**config.mk**
```make
export PLATFORM = sky130hd
export DESIGN_NAME = c8_front
export DESIGN_NICKNAME = d
export VERILOG_FILES = /design/src/rtl/core/assert_macros.svh /design/src/rtl/core/c8_pkg.sv /design/src/rtl/core/c8_front.sv
export SDC_FILE = /design/constraint.sdc
export NUM_CORES = 1
export LEC_CHECK = 0
export BUFFER_PORTS_ARGS = -buffer_cell sky130_fd_sc_hd__clkbuf_2
export CAP_MARGIN = 0
export CORE_ASPECT_RATIO = 0.8
export CORE_MARGIN = 2
export CORE_UTILIZATION = 41
export DETAILED_ROUTE_END_ITERATION = 16
export PLACE_DENSITY_LB_ADDON = 0.3
export RECOVER_POWER = 100
export SLEW_MARGIN = 20
export SYNTH_ARGS = -nofsm -noshare
export SYNTH_HDL_FRONTEND = slang
export SYNTH_SLANG_ARGS = --single-unit
```
**constraint.sdc**
```tcl
create_clock -name i_clk -period 2.8 [get_ports i_clk]
set_input_delay 0.56 -clock i_clk [delete_from_list [all_inputs] [get_ports i_clk]]
set_output_delay 0.56 -clock i_clk [all_outputs]
set_load 0.01 [all_outputs]
```
**src/rtl/core/assert_macros.svh**
```systemverilog
// ----------------------------------------------------------------------------
// assert_macros
// Assertion helpers for the core. Clock i_clk, reset i_rst_n.
// ----------------------------------------------------------------------------
`ifndef ASSERT_MACROS_SVH
`define ASSERT_MACROS_SVH
// same-cycle implication
`define AST_IMPLY(lbl, a, b) lbl: assert property (@(posedge i_clk) disable iff (!i_rst_n) \
    (a) |-> (b)) else $error("implication check failed");
// next-cycle implication
`define AST_NEXT(lbl, a, b) lbl: assert property (@(posedge i_clk) disable iff (!i_rst_n) \
    (a) |=> (b)) else $error("next-cycle check failed");
`endif

```
**src/rtl/core/c8_pkg.sv**
```systemverilog
// ----------------------------------------------------------------------------
// c8_pkg
// Shared types, constants and tables of the CHIP-8 instruction core.
// ----------------------------------------------------------------------------
package c8_pkg;
    localparam int STACK_DEPTH = 16;
    localparam int SP_W        = $clog2(STACK_DEPTH + 1);
    localparam int STK_IDX_W   = $clog2(STACK_DEPTH);
    localparam int QDEPTH      = 2;

    localparam logic [1:0]  KIND_LOAD = 2'd0;
    localparam logic [1:0]  KIND_EXEC = 2'd1;
    localparam logic [1:0]  KIND_READ = 2'd2;
    localparam logic [11:0] FONT_BASE = 12'h050;
    localparam logic [11:0] PROG_START = 12'h200;
    localparam logic [11:0] MEM_LAST  = 12'hFFF;
    localparam logic [6:0]  FONT_LEN  = 7'd80;

    typedef enum logic [1:0] {
        CMD_LOAD, CMD_EXEC, CMD_READ, CMD_NOP
    } t_cmd;

    typedef enum logic [1:0] {
        ST_OK    = 2'd0,
        ST_UNSUP = 2'd1,
        ST_STACK = 2'd2
    } t_status;

    typedef struct packed {
        t_cmd        cmd;
        logic [11:0] address;
        logic [7:0]  data;
        logic [15:0] keys;
        logic [7:0]  random_byte;
        logic [4:0]  row;
    } t_item;

    typedef struct packed {
        logic hold;   // back end is running its clearing pass
        logic pop;    // back end takes the queue head
    } t_ctrl;

    typedef struct packed {
        logic [11:0] pc;
        logic [15:0] opcode;
        logic [63:0] row_pixels;
        logic        collision;
        logic        waiting_key;
        t_status     status;
    } t_result;

    typedef enum logic [4:0] {
        B_CLEAR, B_IDLE, B_ROW, B_F0, B_F1, B_F2, B_F3, B_F4, B_EXEC, B_FLAG,
        B_DRD, B_DWR, B_DVF, B_CLS, B_BCD, B_STRD, B_STWR, B_LDRD, B_LDWR, B_RESP
    } t_bstate;

    function automatic logic [7:0] font_byte(input logic [6:0] idx);
        logic [7:0] b;
        unique case (idx)
            7'd0:  b = 8'hF0; 7'd1:  b = 8'h90; 7'd2:  b = 8'h90; 7'd3:  b = 8'h90;
            7'd4:  b = 8'hF0; 7'd5:  b = 8'h20; 7'd6:  b = 8'h60; 7'd7:  b = 8'h20;
            7'd8:  b = 8'h20; 7'd9:  b = 8'h70; 7'd10: b = 8'hF0; 7'd11: b = 8'h10;
            7'd12: b = 8'hF0; 7'd13: b = 8'h80; 7'd14: b = 8'hF0; 7'd15: b = 8'hF0;
            7'd16: b = 8'h10; 7'd17: b = 8'hF0; 7'd18: b = 8'h10; 7'd19: b = 8'hF0;
            7'd20: b = 8'h90; 7'd21: b = 8'h90; 7'd22: b = 8'hF0; 7'd23: b = 8'h10;
            7'd24: b = 8'h10; 7'd25: b = 8'hF0; 7'd26: b = 8'h80; 7'd27: b = 8'hF0;
            7'd28: b = 8'h10; 7'd29: b = 8'hF0; 7'd30: b = 8'hF0; 7'd31: b = 8'h80;
            7'd32: b = 8'hF0; 7'd33: b = 8'h90; 7'd34: b = 8'hF0; 7'd35: b = 8'hF0;
            7'd36: b = 8'h10; 7'd37: b = 8'h20; 7'd38: b = 8'h40; 7'd39: b = 8'h40;
            7'd40: b = 8'hF0; 7'd41: b = 8'h90; 7'd42: b = 8'hF0; 7'd43: b = 8'h90;
            7'd44: b = 8'hF0; 7'd45: b = 8'hF0; 7'd46: b = 8'h90; 7'd47: b = 8'hF0;
            7'd48: b = 8'h10; 7'd49: b = 8'hF0; 7'd50: b = 8'hF0; 7'd51: b = 8'h90;
            7'd52: b = 8'hF0; 7'd53: b = 8'h90; 7'd54: b = 8'h90; 7'd55: b = 8'hE0;
            7'd56: b = 8'h90; 7'd57: b = 8'hE0; 7'd58: b = 8'h90; 7'd59: b = 8'hE0;
            7'd60: b = 8'hF0; 7'd61: b = 8'h80; 7'd62: b = 8'h80; 7'd63: b = 8'h80;
            7'd64: b = 8'hF0; 7'd65: b = 8'hE0; 7'd66: b = 8'h90; 7'd67: b = 8'h90;
            7'd68: b = 8'h90; 7'd69: b = 8'hE0; 7'd70: b = 8'hF0; 7'd71: b = 8'h80;
            7'd72: b = 8'hF0; 7'd73: b = 8'h80; 7'd74: b = 8'hF0; 7'd75: b = 8'hF0;
            7'd76: b = 8'h80; 7'd77: b = 8'hF0; 7'd78: b = 8'h80; 7'd79: b = 8'h80;
            default: b = 8'h00;
        endcase
        return b;
    endfunction

    // decimal digits of an 8-bit value: {hundreds, tens, units}
    function automatic logic [23:0] bcd_digits(input logic [7:0] v);
        logic [7:0]  h;
        logic [7:0]  r;
        logic [14:0] p;
        logic [7:0]  t;
        logic [7:0]  u;
        h = (v >= 8'd200) ? 8'd2 : ((v >= 8'd100) ? 8'd1 : 8'd0);
        r = v - ((v >= 8'd200) ? 8'd200 : ((v >= 8'd100) ? 8'd100 : 8'd0));
        p = {8'd0, r[6:0]} * 15'd205;
        t = {4'd0, p[14:11]};
        u = r - {t[4:0], 3'd0} - {t[6:0], 1'b0};
        return {h, t, u};
    endfunction
endpackage

```
**src/rtl/core/c8_front.sv**
```systemverilog
// ----------------------------------------------------------------------------
// c8_front
// Accepts items, classifies them by kind and queues them for the back end.
// ----------------------------------------------------------------------------
module c8_front (
    input  logic             i_clk,
    input  logic             i_rst_n,
    input  logic             i_valid,
    output logic             o_ready,
    input  logic [1:0]       i_kind,
    input  logic [11:0]      i_address,
    input  logic [7:0]       i_data,
    input  logic [15:0]      i_keys,
    input  logic [7:0]       i_random_byte,
    input  logic [4:0]       i_row,
    input  c8_pkg::t_ctrl    i_ctrl,
    output logic             o_q_valid,
    output c8_pkg::t_item    o_q_item
);
    import c8_pkg::*;

    localparam int PW = $clog2(QDEPTH);
    localparam int CW = $clog2(QDEPTH + 1);

    t_item         r_q [QDEPTH];
    logic [PW-1:0] r_wp, r_rp;
    logic [CW-1:0] r_cnt;
    t_item         cls;
    logic          push, pop;

    always_comb begin
        unique case (i_kind)
            KIND_LOAD: cls.cmd = CMD_LOAD;
            KIND_EXEC: cls.cmd = CMD_EXEC;
            KIND_READ: cls.cmd = CMD_READ;
            default:   cls.cmd = CMD_NOP;
        endcase
        cls.address     = i_address;
        cls.data        = i_data;
        cls.keys        = i_keys;
        cls.random_byte = i_random_byte;
        cls.row         = i_row;
    end

    assign o_ready   = (r_cnt != CW'(QDEPTH)) && !i_ctrl.hold;
    assign push      = i_valid && o_ready;
    assign o_q_valid = (r_cnt != '0);
    assign pop       = i_ctrl.pop && o_q_valid;
    assign o_q_item  = r_q[r_rp];

    always_ff @(posedge i_clk) begin
        if (push) begin
            r_q[r_wp] <= cls;
        end
    end

    always_ff @(posedge i_clk) begin
        if (!i_rst_n) begin
            r_wp  <= '0;
            r_rp  <= '0;
            r_cnt <= '0;
        end else begin
            if (push) r_wp <= (r_wp == PW'(QDEPTH - 1)) ? '0 : r_wp + 1'b1;
            if (pop)  r_rp <= (r_rp == PW'(QDEPTH - 1)) ? '0 : r_rp + 1'b1;
            r_cnt <= r_cnt + CW'(push) - CW'(pop);
        end
    end
endmodule

```
==> qor.yml <==
post-route-min-period_ns: 2.27
start_util: 0.428
vias_per_cell: 4.76
std_cell_rows: 31
syn-instance-count: 189
drtIter0Drc: 90
cts_buffer_depth: 2
area_growth_pct: 22.5
leakage_uw: 0.00163
syn_area_per_cell_um2: 20.8
grt_pass1_wl_mm: 9.77
power_uw: 4150
clk_latency_ns: 0.33
sw_frac_of_total: 0.252
rsz0062_at_grt: "no"
yosysWarnings: 0
drcViolationCount: 0
status: "finished, final reports clean"
worst_pin_slew_ns: 1.33
fin_tns_setup_ns: 0
crit_required_ns: 2.74
seq_area_frac_synth: 0.804
cts_made_buffers: 9
core_um2: 9190
fmax_mhz: 441
worst-setup-path-type: "reg2reg"
finalHoldViolCount: 0
internal_power_uw: 3110
detail-route-antenna-nets: 0
maxCapViolCount: 0
ios: 109
drv_slew: 0
port_buffers: 108
gp_congestion: 0.683
die_h_um: 91.6
setup_viol: 0
cp_slowest_cell: "clkbuf_2"
n_fill_cell: 788
grt_antenna_before_repair: 0
antenna_cells: 0
grt_overflow: 0
yosysUniqueCellTypes: 22
reg2reg_slack_ns: 0.53
fin_crit_sh: 0.809
place_hpwl_mm: 4.24
firstDrtPassIters: 4
arrival_ns: 2.21
dpl_cell_area_um2: 4630
ir_worst_vdd_mv: 0.408
wl_per_cell_um: 15.3
cts_setup_buffers: 0
clkPwrFrac: 0.335
cts_tree: "yes"
slew-limit-headroom: 0.116
htree_levels: 3
grt_pass1_vias: 2016
syn_area_um2: 3940
path_clk_slew_ns: 0.06
routed_wirelength_mm: 6.49
vias: 2014
crit_fanout: 51
dieArea_um2: 10400
p_switching_uw: 1050
startpoint_type: "register"
numClockSinks: 107
root_buffer: "clkbuf_16"
p_comb_frac: 0.197
synth_seq_cells: 107
powerDensity_nw_per_um2: 862
hold_slack_ns: 0.416
layout_commonest_cell: "edfxtp_1"
die_width_um: 114
finalNetCount: 362
hold_path.class: "in2reg"
cts_hold_buf: 0
drive_gt1_frac: 0.143
fin_skew_ns: 0.00334
grt_use_total: 0.126
crit_path_cell_trace: "nor2b_1 > nor2_1 > and3_2 > clkbuf_2"
max_stage_delay_ns: 0.97
stdcell_area_um2: 4820
post_cts_resized: 0
layout_common_cells: "edfxtp_1, clkbuf_1, mux2_1"
grt_max_degree: 52
pwr-share-seq: 0.468
syn_nets: 247
end_kind: "register"
==> cells in the mapped netlist <==
cell,number,share of area
a21oi_1,1,0.0013
and2_1,2,0.0032
and3_1,1,0.0016
buf_2,1,0.0013
buf_4,5,0.0095
clkbuf_1,2,0.0019
dfxtp_1,5,0.025
edfxtp_1,102,0.78
ha_1,2,0.0064
inv_1,3,0.0029
mux2_1,51,0.15
nand2_1,1,0.00095
nand2b_1,1,0.0016
nor2_1,4,0.0038
nor2b_4,1,0.0035
nor3_1,1,0.0013
o21a_2,1,0.0022
o21ai_0,1,0.0013
or2_2,1,0.0016
or3_1,1,0.0016
xnor2_1,1,0.0022
xor2_1,1,0.0022
==> registers in the layout, summed over array words and instances, names as in the netlist, named ones only <==
register / count
r_q: 102
r_rp: 1
r_cnt: 2
r_wp: 1
==> worst max-delay path, delay by kind of cell (launching register included) <==
family / cells / cell delay, ns
and+or+nand+nor: 3 / 0.54
DFF: 1 / 0.34
buffers and inverters: 1 / 0.97
==> stage by stage <==
step | utilization | std cells | setup WS (ns)
after floorplan | - | 189 | 0.276
after global placement | 0.503 | 408 | 0.834
after detailed placement | 0.503 | 408 | 0.821
after CTS | 0.540 | 423 | 0.622
after global routing | 0.524 | 423 | 0.340
final | 0.524 | 423 | 0.534
==> path summary, 6_finish.rpt <==
path / startpoint / end / cells after the start
setup / recovery: r_cnt[1] / r_q[1][2] / 4
hold reg to reg: r_wp / r_wp / 2
hold / removal: i_kind[1] / r_q[1][50] / 1
setup reg to reg: r_cnt[1] / r_q[1][2] / 4
==> power by group through the flow <==
stage	clock network, uW	registers (uW)	logic [uW]
2_1_floorplan	0	1970	581
3_5_place_dp	0	1980	917
3_3_place_gp	0	1970	915
4_1_cts	1420	1950	923
6_report	1390	1940	817
5_1_grt	1490	1960	909
==> cell families (layout without fill, tap and decap cells) <==
logic type	count (synthesis)	in the layout	synth area share
DFF	107	107	0.804
muxes	51	51	0.146
and+or+nand+nor	13	13	0.0191
buffers and inverters	11	130	0.0156
AOI/OAI and AO/OA	3	3	0.00477
adders and majority gates	2	2	0.00636
xor gates and xnor gates	2	2	0.00445
==> cell type report <==
class	instances	area, um^2	share of cell area
flip-flops and latches	107	3160	0.657
multi-input cells	71	704	0.146
repair buffers	112	457	0.0948
clock buffers	9	225	0.0467
well taps	115	144	0.0299
clock inverters	6	114	0.0236
inverters	3	11.3	0.00234
==> per-layer routing <==
layer | vias to the layer above | wire length, um | track usage
li1 | 957 | - | -
met1 | 977 | 2830 | 0.155
met2 | 74 | 3000 | 0.196
met3 | 6 | 601 | 0.0661
met4 | 0 | 49 | 0.0305
met5 | - | 0 | 0
(Power assumes the default switching activity.)
